**config.mk**
```make
export PLATFORM = sky130hd
export DESIGN_NAME = quoted_escaped_field_splitter
export DESIGN_NICKNAME = d
export VERILOG_FILES = /design/src/hdl/qefs_pkg.sv /design/src/hdl/qefs_cfg.sv /design/src/hdl/qefs_decode.sv /design/src/hdl/qefs_resq.sv /design/src/hdl/quoted_escaped_field_splitter.sv
export SDC_FILE = /design/constraint.sdc
export NUM_CORES = 1
export LEC_CHECK = 0
export BUFFER_PORTS_ARGS = -buffer_cell sky130_fd_sc_hd__buf_2
export CORE_MARGIN = 3
export CORE_UTILIZATION = 50
export DETAILED_ROUTE_END_ITERATION = 8
export GPL_ROUTABILITY_DRIVEN = 0
export GPL_TIMING_DRIVEN = 0
export PLACE_DENSITY = 0.69
export SLEW_MARGIN = 20
export SYNTH_ARGS = -nofsm -noshare
export SYNTH_HDL_FRONTEND = slang
export SYNTH_HIERARCHICAL = 1
export SYNTH_SLANG_ARGS = --single-unit
```
**constraint.sdc**
```tcl
create_clock -name clk -period 5.8 [get_ports clk]
set_clock_uncertainty 0.05 [all_clocks]
set_input_delay 0.29 -clock clk [delete_from_list [all_inputs] [get_ports clk]]
set_output_delay 0.29 -clock clk [all_outputs]
set_load 0.05 [all_outputs]
```
**src/hdl/qefs_pkg.sv**
```systemverilog
// shared types, constants and helpers for the quoted escaped field splitter
package qefs_pkg;

	// capacity of each character set
	localparam int MAX_DELIMS  = 4;
	localparam int MAX_QUOTES  = 2;
	localparam int MAX_ESCAPES = 2;

	// usable entries: capacity limited by the bytes each register holds
	localparam int DELIM_LIM = (MAX_DELIMS < 4) ? MAX_DELIMS : 4;
	localparam int QUOTE_LIM = (MAX_QUOTES < 2) ? MAX_QUOTES : 2;
	localparam int ESC_LIM   = (MAX_ESCAPES < 2) ? MAX_ESCAPES : 2;

	// result queue
	localparam int Q_DEPTH = 4;
	localparam int QPTR_W  = $clog2(Q_DEPTH);
	localparam int QCNT_W  = $clog2(Q_DEPTH + 1);

	// register indexes
	localparam logic [2:0] REG_SPLIT_MODE   = 3'd0;
	localparam logic [2:0] REG_DROP_EMPTY   = 3'd1;
	localparam logic [2:0] REG_DELIM_SET    = 3'd2;
	localparam logic [2:0] REG_DELIM_COUNT  = 3'd3;
	localparam logic [2:0] REG_QUOTE_SET    = 3'd4;
	localparam logic [2:0] REG_QUOTE_COUNT  = 3'd5;
	localparam logic [2:0] REG_ESCAPE_SET   = 3'd6;
	localparam logic [2:0] REG_ESCAPE_COUNT = 3'd7;

	// error codes
	localparam logic [1:0] ERR_NONE    = 2'd0;
	localparam logic [1:0] ERR_ESC_END = 2'd1;
	localparam logic [1:0] ERR_BAD_ESC = 2'd2;

	// special characters
	localparam logic [7:0] CHAR_N  = 8'h6E;
	localparam logic [7:0] CHAR_NL = 8'h0A;

	typedef struct packed {
		logic [7:0] in_char;
		logic       line_last;
	} in_beat_t;

	typedef struct packed {
		logic [7:0] out_char;
		logic       char_valid;
		logic       token_end;
		logic       line_end;
		logic [1:0] error_code;
	} out_beat_t;

	typedef struct packed {
		logic        split_mode;
		logic        drop_empty;
		logic [31:0] delim_set;
		logic [2:0]  delim_count;
		logic [15:0] quote_set;
		logic [1:0]  quote_count;
		logic [15:0] escape_set;
		logic [1:0]  escape_count;
	} cfg_t;

	// results produced by one byte, handed to the queue
	typedef struct packed {
		logic [1:0]      cnt;
		out_beat_t [1:0] res;
	} push_t;

	// match a byte against the first num bytes of a packed set
	function automatic logic match_set(input logic [31:0] set, input logic [2:0] num,
		input logic [7:0] c);
		logic hit;
		hit = 1'b0;
		for (int i = 0; i < 4; i++) begin
			if ((3'(i) < num) && (set[8*i +: 8] == c)) begin
				hit = 1'b1;
			end
		end
		return hit;
	endfunction

endpackage

```
**src/hdl/qefs_cfg.sv**
```systemverilog
// configuration registers of the splitter
module qefs_cfg (
	input  logic          clk,
	input  logic          arst_n,
	input  logic          cfg_we,
	input  logic [2:0]    cfg_index,
	input  logic [31:0]   cfg_data,
	output qefs_pkg::cfg_t cfg
);
	import qefs_pkg::*;

	cfg_t cfg_q;

	// register writes
	always_ff @(posedge clk or negedge arst_n) begin
		if (!arst_n) begin
			cfg_q.split_mode   <= 1'b0;
			cfg_q.drop_empty   <= 1'b0;
			cfg_q.delim_set    <= 32'd44;
			cfg_q.delim_count  <= 3'd1;
			cfg_q.quote_set    <= 16'd34;
			cfg_q.quote_count  <= 2'd1;
			cfg_q.escape_set   <= 16'd92;
			cfg_q.escape_count <= 2'd1;
		end else if (cfg_we) begin
			case (cfg_index)
				REG_SPLIT_MODE:   cfg_q.split_mode   <= cfg_data[0];
				REG_DROP_EMPTY:   cfg_q.drop_empty   <= cfg_data[0];
				REG_DELIM_SET:    cfg_q.delim_set    <= cfg_data;
				REG_DELIM_COUNT:  cfg_q.delim_count  <= cfg_data[2:0];
				REG_QUOTE_SET:    cfg_q.quote_set    <= cfg_data[15:0];
				REG_QUOTE_COUNT:  cfg_q.quote_count  <= cfg_data[1:0];
				REG_ESCAPE_SET:   cfg_q.escape_set   <= cfg_data[15:0];
				REG_ESCAPE_COUNT: cfg_q.escape_count <= cfg_data[1:0];
				default: ;
			endcase
		end
	end

	assign cfg = cfg_q;

endmodule

```
**src/hdl/qefs_decode.sv**
```systemverilog
// per-byte classification, tokenizer state and result generation
module qefs_decode (
	input  logic              clk,
	input  logic              arst_n,
	input  qefs_pkg::cfg_t    cfg,
	input  qefs_pkg::in_beat_t item_s1,
	input  logic              fire,
	output qefs_pkg::push_t   push
);
	import qefs_pkg::*;

	logic       in_quote_q, esc_pend_q, tok_bytes_q;
	logic [1:0] err_held_q;
	logic       in_quote_d, esc_pend_d, tok_bytes_d;
	logic [1:0] err_held_d;

	logic [2:0] delim_num, quote_num, esc_num;
	logic       is_d, is_q, is_e, last, close_a, close_b;
	logic [7:0] ch;
	out_beat_t  blank, tok, dat, r0, r1;
	logic [1:0] n;

	// clamp counts to usable capacity
	always_comb begin
		delim_num = (cfg.delim_count > 3'(DELIM_LIM)) ? 3'(DELIM_LIM) : cfg.delim_count;
		quote_num = ({1'b0, cfg.quote_count} > 3'(QUOTE_LIM)) ? 3'(QUOTE_LIM)
			: {1'b0, cfg.quote_count};
		esc_num = ({1'b0, cfg.escape_count} > 3'(ESC_LIM)) ? 3'(ESC_LIM)
			: {1'b0, cfg.escape_count};
	end

	// set compares
	assign ch   = item_s1.in_char;
	assign last = item_s1.line_last;
	assign is_d = match_set(cfg.delim_set, delim_num, ch);
	assign is_q = match_set({16'd0, cfg.quote_set}, quote_num, ch);
	assign is_e = match_set({16'd0, cfg.escape_set}, esc_num, ch);

	// result templates
	always_comb begin
		blank = '0;
		tok = '0;
		tok.token_end = 1'b1;
		dat = '0;
		dat.out_char = ch;
		dat.char_valid = 1'b1;
		dat.token_end = last;
	end

	// byte decision and next state
	always_comb begin
		in_quote_d  = in_quote_q;
		esc_pend_d  = esc_pend_q;
		tok_bytes_d = tok_bytes_q;
		err_held_d  = err_held_q;
		r0 = blank;
		r1 = blank;
		n  = 2'd0;
		close_a = tok_bytes_q || !cfg.drop_empty;
		close_b = last && !cfg.drop_empty;
		if (err_held_q != ERR_NONE) begin
			// rest of line dropped, error reported with its final byte
			if (last) begin
				r0.error_code = err_held_q;
				n = 2'd1;
			end
		end else if (!cfg.split_mode) begin
			in_quote_d = 1'b0;
			esc_pend_d = 1'b0;
			if (is_d) begin
				r0 = tok;
				r1 = tok;
				n = 2'({1'b0, close_a}) + 2'({1'b0, close_b});
				tok_bytes_d = 1'b0;
			end else begin
				r0 = dat;
				n = 2'd1;
				tok_bytes_d = 1'b1;
			end
		end else if (esc_pend_q) begin
			esc_pend_d = 1'b0;
			if (ch == CHAR_N) begin
				r0 = dat;
				r0.out_char = CHAR_NL;
				n = 2'd1;
				tok_bytes_d = 1'b1;
			end else if (!(is_q || is_d || is_e)) begin
				r0.error_code = ERR_BAD_ESC;
				n = 2'd1;
				tok_bytes_d = 1'b0;
				in_quote_d = 1'b0;
				err_held_d = ERR_BAD_ESC;
			end else begin
				r0 = dat;
				n = 2'd1;
				tok_bytes_d = 1'b1;
			end
		end else if (is_e) begin
			if (last) begin
				r0.error_code = ERR_ESC_END;
				n = 2'd1;
			end else begin
				esc_pend_d = 1'b1;
			end
		end else if (is_d && !in_quote_q) begin
			if (close_a) begin
				r0 = tok;
				n = 2'd1;
			end
			tok_bytes_d = 1'b0;
		end else if (is_d || !is_q) begin
			r0 = dat;
			n = 2'd1;
			tok_bytes_d = 1'b1;
		end else begin
			// quote toggles and is dropped
			in_quote_d = !in_quote_q;
			if (last) begin
				if (close_a) begin
					r0 = tok;
					n = 2'd1;
				end
				tok_bytes_d = 1'b0;
			end
		end
		// end of line: mark last result and clear state
		if (last) begin
			if (n == 2'd0) begin
				n = 2'd1;
				r0 = blank;
			end
			if (n == 2'd1) begin
				r0.line_end = 1'b1;
			end else begin
				r1.line_end = 1'b1;
			end
			in_quote_d  = 1'b0;
			esc_pend_d  = 1'b0;
			tok_bytes_d = 1'b0;
			err_held_d  = ERR_NONE;
		end
	end

	// tokenizer state
	always_ff @(posedge clk or negedge arst_n) begin
		if (!arst_n) begin
			in_quote_q  <= 1'b0;
			esc_pend_q  <= 1'b0;
			tok_bytes_q <= 1'b0;
			err_held_q  <= ERR_NONE;
		end else if (fire) begin
			in_quote_q  <= in_quote_d;
			esc_pend_q  <= esc_pend_d;
			tok_bytes_q <= tok_bytes_d;
			err_held_q  <= err_held_d;
		end
	end

	assign push = '{cnt: fire ? n : 2'd0, res: {r1, r0}};

	// state is clean after a line's final byte
	a_line_clears: assert property (@(posedge clk) disable iff (!arst_n)
		fire && item_s1.line_last |=> !in_quote_q && !esc_pend_q && !tok_bytes_q
			&& (err_held_q == ERR_NONE))
		else $error("state not cleared after line end");

	// a byte never yields more than two results
	a_push_max: assert property (@(posedge clk) disable iff (!arst_n)
		push.cnt != 2'd3)
		else $error("too many results for one byte");

endmodule

```
**src/hdl/qefs_resq.sv**
```systemverilog
// result queue: takes up to two results a cycle while it has room, hands out one beat a cycle while result_stall is low
module qefs_resq (
	input  logic                clk,
	input  logic                arst_n,
	input  qefs_pkg::push_t     push,
	output logic                room,
	output logic                result_valid,
	input  logic                result_stall,
	output qefs_pkg::out_beat_t result
);
	import qefs_pkg::*;

	out_beat_t          mem_q [Q_DEPTH];
	logic [QPTR_W-1:0]  head_q, tail_q;
	logic [QCNT_W-1:0]  count_q;
	logic               pop;

	assign result_valid = (count_q != '0);
	assign pop          = result_valid && !result_stall;
	assign room         = (count_q <= QCNT_W'(Q_DEPTH - 2));
	assign result       = mem_q[head_q];

	// storage writes
	always_ff @(posedge clk) begin
		if (push.cnt != 2'd0) begin
			mem_q[tail_q] <= push.res[0];
		end
		if (push.cnt == 2'd2) begin
			mem_q[tail_q + QPTR_W'(1)] <= push.res[1];
		end
	end

	// pointers and fill level
	always_ff @(posedge clk or negedge arst_n) begin
		if (!arst_n) begin
			head_q  <= '0;
			tail_q  <= '0;
			count_q <= '0;
		end else begin
			if (pop) begin
				head_q <= head_q + QPTR_W'(1);
			end
			tail_q  <= tail_q + QPTR_W'(push.cnt);
			count_q <= count_q + QCNT_W'(push.cnt) - QCNT_W'(pop);
		end
	end

	// writes only land when two slots are free
	a_push_room: assert property (@(posedge clk) disable iff (!arst_n)
		(push.cnt != 2'd0) |-> room)
		else $error("result queue written without room");

	// fill level never exceeds depth
	a_count_max: assert property (@(posedge clk) disable iff (!arst_n)
		count_q <= QCNT_W'(Q_DEPTH))
		else $error("result queue overflow");

endmodule

```
**src/hdl/quoted_escaped_field_splitter.sv**
```systemverilog
// top level of the quoted escaped field splitter
// a byte waits in the input register, then is decoded into the result queue
// one byte per cycle while the queue has room; two results take two output beats
// the four-entry result queue lets input continue while output is stalled
// reset: configuration to defaults, tokenizer state cleared, queue emptied
module quoted_escaped_field_splitter (
	input  logic                clk,
	input  logic                arst_n,
	input  logic                cfg_we,
	input  logic [2:0]          cfg_index,
	input  logic [31:0]         cfg_data,
	input  logic                item_valid,
	output logic                item_stall,
	input  qefs_pkg::in_beat_t  item,
	output logic                result_valid,
	input  logic                result_stall,
	output qefs_pkg::out_beat_t result
);
	import qefs_pkg::*;

	cfg_t     cfg;
	in_beat_t item_s1;
	logic     vld_s1, room, fire, accept;
	push_t    push;

	assign fire       = vld_s1 && room;
	assign item_stall = vld_s1 && !room;
	assign accept     = item_valid && !item_stall;

	// input register
	always_ff @(posedge clk or negedge arst_n) begin
		if (!arst_n) begin
			vld_s1 <= 1'b0;
		end else if (accept) begin
			vld_s1 <= 1'b1;
		end else if (fire) begin
			vld_s1 <= 1'b0;
		end
	end

	always_ff @(posedge clk) begin
		if (accept) begin
			item_s1 <= item;
		end
	end

	qefs_cfg u_cfg (
		.clk       (clk),
		.arst_n    (arst_n),
		.cfg_we    (cfg_we),
		.cfg_index (cfg_index),
		.cfg_data  (cfg_data),
		.cfg       (cfg)
	);

	qefs_decode u_decode (
		.clk     (clk),
		.arst_n  (arst_n),
		.cfg     (cfg),
		.item_s1 (item_s1),
		.fire    (fire),
		.push    (push)
	);

	qefs_resq u_resq (
		.clk          (clk),
		.arst_n       (arst_n),
		.push         (push),
		.room         (room),
		.result_valid (result_valid),
		.result_stall (result_stall),
		.result       (result)
	);

	// a held byte is processed as soon as the queue has room
	a_no_idle_hold: assert property (@(posedge clk) disable iff (!arst_n)
		vld_s1 && room |=> !vld_s1 || $past(accept))
		else $error("input stage held with room available");

endmodule
```
After elaboration in Yosys (flattened, before gate mapping)

Memories as Yosys holds them, arrays and structs flattened.
Cells that the tools add are included.

Register bits: 95
Memories: 1
Bits in writable memories: 52

Reductions and logical operators: 49
$add $sub $neg: 6
Mux-type cells: 92
Eq/ne operators: 27
Order comparisons: 16

Memory list:

| memory       | words | bits a word | read ports | clocked after memory_dff | wr ports | line            | RTL |
|---|---|---|---|---|---|---|---|
| u_resq.mem_q | 4     | 13          | 1          | 0                        | 2        | qefs_resq.sv:13 | `out_beat_t mem_q [Q_DEPTH];` |

Operators by type and width:

| cell                                                                         | number |
|---|---|
| 13-bit 2-to-1 mux                                                            | 14 |
| 8-bit == test                                                                | 8 |
| 1-bit 2-to-1 mux                                                             | 48 |
| 2-bit 2-to-1 mux                                                             | 23 |
| 11-bit 2-to-1 mux                                                            | 3 |
| 1-bit logical AND                                                            | 18 |
| 1-bit by 3-bit less-than comparator with 1-bit output (first input constant) | 6 |
| 2-bit by 3-bit less-than comparator with 1-bit output (first input constant) | 6 |
| 2-bit AND reduction                                                          | 9 |
| 3-bit == test (second input constant)                                        | 4 |
| 4-bit 2-to-1 mux                                                             | 3 |
| 4-bit by 3-bit != test with 1-bit output (second input constant)             | 3 |
| 2-bit nonzero test                                                           | 5 |
| 8-bit by 7-bit == test with 1-bit output (second input constant)             | 1 |
| 8-bit zero test                                                              | 1 |
| 4-bit != test (second input constant)                                        | 2 |
| 7-bit AND reduction                                                          | 1 |
| 3-bit by 2-bit == test with 1-bit output (second input constant)             | 2 |
| 1-bit zero test                                                              | 6 |
| 2-bit != test (second input constant)                                        | 3 |
| 6-bit AND reduction                                                          | 1 |
| 5-bit by 2-bit != test with 1-bit output (second input constant)             | 1 |
| 2-bit by 1-bit adder with 2-bit output (second input constant)               | 2 |
| 2-bit greater-than comparator (second input constant)                        | 2 |
| other kinds (15)                                                             | 18 |

Longest topological paths before layout

Gate-level depths: netlist (run 1).

Depth in word-level cells: 24
Mapped depth: 13
Depth with buffers taken out: 12

Hierarchy

The synthesis (run 1) kept the hierarchy.

Modules (own cells, without submodules):

| module                        | area each (um^2) | seq. area each (um^2) | instances | cells each |
|---|---|---|---|---|
| qefs_resq                     | 3056.7           | 1736.7                | 1         | 168 |
| qefs_cfg                      | 2985.4           | 1841.8                | 1         | 161 |
| qefs_decode                   | 1536.5           | 100.1                 | 1         | 196 |
| quoted_escaped_field_splitter | 334.1            | 295.3                 | 1         | 15 |

Least setup slack after synthesis (run 1)

Ideal clock, no wire load.

Path kind: flip-flop to flip-flop
From: register item_s1[8] (netlist name)
To: memory u_resq/mem_q[0][0] (netlist bit), enable pin
Arrival: 3570 ps
Path buffers: 1
Required time: 5346 ps
Cell stages (with the launch flop): 11
Setup slack: 1776 ps
Clock period less this slack: 4024 ps
Cell sequence: edfxtp_1 > buf_4 > xor2_1 > or4_4 > nor4_4 > nor4_2 > nor3_2 > a311o_1 > a31oi_1 > nor2_1 > o31ai_1

RTL lines:

| what             | line |
|---|---|
| end: declaration | qefs_resq.sv:13 |

==> flow_summary.yaml, run 1 <==
logic_synthesis:
  ys_warn_count: 6
  synth_cell_types: 68
  ys_ff_latch: 146
  netlist_top_cells_area: "edfxtp_1 23%, dfrtp_1 23%, mux2_4 11%, mux2_2 9.5%, xnor2_1 4.6%"
  synth_cells: 540
  async_flop_share: 0.582
  synth-seq-area-share: 0.502
  synth.top_cell.area_share: 0.231
  synth_flop_cell: "dfrtp_1"
  synth_edf_count: 61
  yosysTopAreaCell: "edfxtp_1"
  synthesis.area_um2: 7910
  syn_avg_cell_area_um2: 14.7
pwr:
  leakagePower_nw: 3.76
  total_power_mw: 4.16
  vdd_drop_max_mv: 0.349
  power_density_nw_per_um2: 451
place:
  numPortBuffers: 63
  place_area_um2: 8580
  dp_hpwl_mm: 11.6
  dp.cells: 825
worst_hold_path:
  hp-start: "item_valid"
  hold_path_end: "vld_s1"
  whs_path_depth: 2
  hold_class: "input port to flop"
critical_path:
  crit_type: "flop to flop"
  rr_endpoint: "u_resq/mem_q[2][6]"
  r2r_setup_slack_ns: 1.25
  r2r_cells: 13
  r2r_start: "item_s1[7]"
  required_ns: 5.80
  worst-path-max-fanout: 13
  arrival_ns: 4.55
  crit_path_end_kind: "flop"
  worst_setup_path_start_kind: "flop"
timing:
  tns_ns: 0
  fin_crit_sh: 0.785
  finalMaxSlewViolations: 0
  max_freq_mhz: 220
  rsz0062_at_grt: "false"
  setup_viol: 0
  hold_viol: 0
  tightest_slew_ns: 0.863
  slew_headroom: 0.420
  period_minus_slack_ns: 4.55
layout:
  layout.nets: 697
  regArea_um2: 3970
  utilization: 0.600
  stdcell_count: 867
  fillerInstances: 1186
  multi_input_area_um2: 3590
  antennaDiodeCount: 0
  drive_above_1_share: 0.462
  final_cell_area_um2: 9230
  syn_to_final_growth_pct: 16.7
grt:
  grt_max_degree: 54
  grt_pass1_vias: 4992
  grt_first_pass_wirelength_mm: 27.7
  gr-total-overflow: 0
  groute.usage.overall: 0.204
  antenna_found_initial: 0
clocking:
  cts_setup_buffers: 0
  clk_latency_ns: 0.42
  clockBufferDepth: 2
  clkSinkCount: 146
  cts_tree: "yes"
  numCtsBuffers: 17
  cts.clk_slew.worst_paths_ns: 0.06
  h-tree-depth: 4
  cts_root_buffer: "clkbuf_16"
die:
  die_y_um: 132
  design.core.area_um2: 15400
  rows: 45
  die-area_um2: 17400
  start_util: 0.515
  dieWidth_um: 132
  io_pins: 64
drt:
  drtIter0Drc: 260
  drcViolationCount: 0
  drt-total-wl_mm: 16.9
  wl_met1_mm: 7.87
  routedWlPerCell_um: 19.5
  top_layer_used: "met4"
  dr_wl_met3_um: 801
  ant_nets: 0
  wl_met2_mm: 8.02
  vias_per_cell: 5.45
  vias: 4726
  first_pass_iters: 5
run:
  cap_violations: 0
status:
  outcome: "completed"
-- per-stage QoR --
| step | hold slack [ns] | setup WS [ns] |
|---|---|---|
| finish | 0.0371 | 1.25 |
| global route | 0.0298 | 0.837 |
| CTS | 0.0263 | 1.21 |
| detailed placement | 0.228 | 1.22 |
| global placement | 0.416 | 0.496 |
| floorplan | -0.0556 | 1.78 |
-- where the power goes --
part / leakage [nW] / total (mW) / internal, mW / switching [mW]
sequential: 1.56 / 1.54 / 1.39 / 0.143
combinational: 1.93 / 1.59 / 0.704 / 0.883
clock: 0.273 / 1.04 / 0.624 / 0.414
total: 3.76 / 4.16 / 2.72 / 1.44
-- cell usage after synthesis, drive strengths merged (3+ instances only) --
master / number
nor4: 9
nand4: 6
dfrtp: 73
xnor2: 42
nand3: 8
a21o: 3
inv: 13
nand2: 9
nor2: 8
a31oi: 4
or4: 5
mux4: 13
mux2: 126
o21ai: 6
a21oi: 9
buf: 37
nor2b: 3
and2: 11
ha: 4
nor3: 10
edfxtp: 61
xor2: 28
dfstp: 12
nand4b: 3
nand2b: 3
-- area by class of cell --
| type | count | area share |
|---|---|---|
| multi-input combinational | 352 | 0.389 |
| inverter | 13 | 0.00529 |
| tap | 211 | 0.0286 |
| clock inverter | 13 | 0.0129 |
| buffer | 39 | 0.0390 |
| sequential | 146 | 0.431 |
| timing repair buffer | 74 | 0.0483 |
| clock buffer | 19 | 0.0469 |
-- sequential cells by signal (all words and copies together), names as in the netlist --
signal and cells:
item_s1 9, u_cfg/cfg 73, u_decode/err_held_q 1, u_decode/esc_pend_q 1, u_decode/in_quote_q 1, u_decode/tok_bytes_q 1
u_resq/count_q 3, u_resq/head_q 2, u_resq/mem_q 52, u_resq/tail_q 2, vld_s1 1
-- cells by family after synthesis --
logic type / count (synthesis) / synth area share
DFF: 146 / 0.502
muxes: 139 / 0.244
and+or+nand+nor: 88 / 0.0806
xor gates and xnor gates: 70 / 0.0775
buffers and inverters: 52 / 0.0517
AOI/OAI and AO/OA: 39 / 0.0343
adders and majority gates: 5 / 0.00886
other: 1 / 0.000474
-- placed cells by master (no fill, tap or decap), types with 3 or more instances in the layout --
cell            n
buf_12          4
dfrtp_1        73
dfstp_2        12
a21o_1          3
mux4_2         13
nor2_1          7
nor4_4          4
conb_1         11
buf_2          67
ha_1            4
o21ai_0         6
nand3_1         7
a31oi_1         3
dlygate4sd3_1  10
nand2_1         9
xnor2_1        42
clkbuf_16      17
nor4_1          4
clkbuf_1        4
nor3_1          9
xor2_1         28
buf_6           8
edfxtp_1       61
and2_1          9
a21oi_1         9
mux2_2         67
buf_4          20
clkinv_2        8
inv_1          13
nand4_1         6
mux2_4         59
-- how the worst max path moves through the flow --
stage | start | endpoint | slack (ns) | cells past startpoint
final | item_s1[7] | u_resq/mem_q[2][6] | 1.25 | 13
after global routing | item_s1[7] | u_resq/mem_q[2][3] | 0.84 | 13
after CTS | item_s1[7] | u_resq/mem_q[2][8] | 1.21 | 13
after detailed placement | item_s1[7] | u_resq/mem_q[2][8] | 1.22 | 13
after global placement | item_s1[4] | u_resq/mem_q[0][8] | 0.50 | 10
after floorplan | item_s1[8] | u_resq/mem_q[0][0] | 1.78 | 10
-- critical path: stages (launching register included) --
cell and delay [ns]:
edfxtp_1 0.38, buf_6 0.18, xor2_1 0.17, or4_4 0.55, nor4_4 0.41, nor4_2 0.19
nor3_2 0.36, nand2_1 0.16, nor3_1 0.38, nor2b_2 0.30, and3b_1 0.20, buf_6 0.13
buf_8 0.17, a21o_1 0.54
-- timing repair --
| item | in CTS | in global routing |
|---|---|---|
| resized for setup | 0 | 0 |
| hold endpoints to repair | 31 | 0 |
| hold buffers | 10 | 0 |
-- layer usage --
| metal | vias up | GRT usage |
|---|---|---|
| met3 | 21 | 0.0473 |
| met4 | 0 | 0.0519 |
| met5 | - | 0 |
| met2 | 131 | 0.326 |
| met1 | 2397 | 0.284 |
| li1 | 2177 | - |
(Power assumes the default switching activity.)
==> inputs of run 2 (changes only) <==
clock period = 4.5 ns   (was 5.8 ns; I/O delays follow)
==> flow_summary.yaml, run 2 (synthesis gave the netlist of run 1 again) <==
clocking:
  cts.clk_slew.worst_paths_ns: 0.06
  h-tree-depth: 4
  clk_latency_ns: 0.42
  numCtsBuffers: 17
  clkSinkCount: 146
  cts_tree: "yes"
  cts_root_buffer: "clkbuf_16"
  clockBufferDepth: 2
timing:
  slew_headroom: 0.414
  period_minus_slack_ns: 4.36
  rsz0062_at_grt: "true"
  fin_crit_sh: 0.970
  hold_viol: 0
  setup_viol: 0
  max_freq_mhz: 229
  finalMaxSlewViolations: 0
  tightest_slew_ns: 0.872
grt:
  grt_pass1_vias: 5091
  antenna_found_initial: 0
  grt_max_degree: 54
  gr-total-overflow: 0
  grt_first_pass_wirelength_mm: 28.2
  groute.usage.overall: 0.208
die:
  design.core.area_um2: 15400
  dieWidth_um: 132
  rows: 45
  die-area_um2: 17400
  die_y_um: 132
  io_pins: 64
  start_util: 0.515
critical_path:
  r2r_start: "item_s1[8]"
  worst_setup_path_start_kind: "flop"
  worst-path-max-fanout: 13
  arrival_ns: 4.36
  crit_chain: "buf_4 -> xnor2_1 -> nand3_1 -> nor3_1 -> nor4_2 -> nor3_2 -> a311o_1 -> a31oi_1 -> a21oi_1 -> nor2b_2"
  required_ns: 4.49
  crit_path_max_incr_delay_ns: 0.79
  r2r_setup_slack_ns: 0.14
  r2r_cells: 10
  crit_type: "flop to flop"
  rr_endpoint: "u_resq/mem_q[3][10]"
  slowest_stage: "nor4_2"
  crit_path_end_kind: "flop"
layout:
  stdcell_count: 885
  layout.nets: 715
  most-common-layout-cells: "73 x dfrtp_1, 67 x buf_2, 67 x mux2_2, 61 x edfxtp_1, 59 x mux2_4"
  utilization: 0.614
  mostFrequentLayoutCell: "dfrtp_1"
  syn_to_final_growth_pct: 19.2
  drive_above_1_share: 0.454
  fillerInstances: 1157
  largest_register_ff_count: 73
  antennaDiodeCount: 0
drt:
  routedWlPerCell_um: 19.5
  drcViolationCount: 0
  top_layer_used: "met4"
  vias: 4815
  dr_wl_met3_um: 851
  ant_nets: 0
  first_pass_iters: 5
  drtIter0Drc: 288
  vias_per_cell: 5.44
  drt-total-wl_mm: 17.3
  wl_met1_mm: 7.86
  wl_met2_mm: 8.27
worst_hold_path:
  hold_class: "input port to flop"
  hp-start: "cfg_data[8]"
  whs_path_depth: 2
  hold_path_end: "u_cfg/cfg[28]"
place:
  numPortBuffers: 63
  dp.cells: 825
  dp_hpwl_mm: 11.6
pwr:
  power_density_nw_per_um2: 573
  vdd_drop_max_mv: 0.463
  leakagePower_nw: 3.84
status:
  outcome: "completed"
run:
  cap_violations: 0
==> run 2: critical path, delay by kind of cell, from the launching register on <==
family,cells,cell delay (ns)
xor gates and xnor gates,1,0.15
buffers and inverters,1,0.22
AOI/OAI and AO/OA,3,1.24
DFF,1,0.37
and+or+nand+nor,5,1.94
==> run 2: repair_timing <==
item                                    in CTS  in global routing
hold buffers                                27                  0
endpoints found under the setup margin      13                 82
endpoints found under the hold margin       48                  0
pin swaps                                    0                  1
gates resized for setup                      1                  2
buffers inserted                             0                  1
==> run 2: per-stage QoR <==
step                setup WS [ns]  total power [mW]  hold WS (ns)  setup TNS (ns)  cell area (µm²)
floorplan                   0.476              3.56        -0.121               0             7950
global route              -0.0678              5.69      0.000440           -1.24             9430
CTS                         0.129              5.41       0.00243               0             9400
detailed placement        -0.0757              4.04         0.163          -0.974             8580
global placement           -0.804              3.96         0.351          -13.77             8530
finish                      0.137              5.41        0.0198               0             9430
==> run 2: final cells by class <==
cell class              instances  area, µm²  area share
plain buffers                  39        360      0.0382
well taps                     211        264      0.0280
multi-input cells             352       3600       0.381
inverters                      13       48.8     0.00517
flip-flops and latches        146       3970       0.421
clock buffers                  19        433      0.0459
clock inverters                13        119      0.0126
repair buffers                 92        636      0.0674
==> run 2: worst max path at each step <==
stage	to	startpoint	depth (start not counted)
after CTS	u_resq/mem_q[2][8]	item_s1[7]	13
after floorplan	u_resq/mem_q[0][0]	item_s1[8]	10
final	u_resq/mem_q[3][10]	item_s1[8]	10
after detailed placement	u_resq/mem_q[2][8]	item_s1[7]	13
after global routing	u_resq/mem_q[3][6]	item_s1[5]	10
after global placement	u_resq/mem_q[0][8]	item_s1[4]	10
==> run 2: power breakdown <==
| group | switching, mW | total [mW] | leakage, nW | internal, mW |
|---|---|---|---|---|
| clock | 0.538 | 1.34 | 0.273 | 0.805 |
| sequential | 0.187 | 1.98 | 1.56 | 1.80 |
| combinational | 1.15 | 2.08 | 2.00 | 0.930 |
==> run 2: per-layer routing <==
metal / GRT usage / up-vias
met5: 0 / -
met2: 0.334 / 149
met1: 0.288 / 2430
met4: 0.0560 / 0
met3: 0.0454 / 22
li1: - / 2214
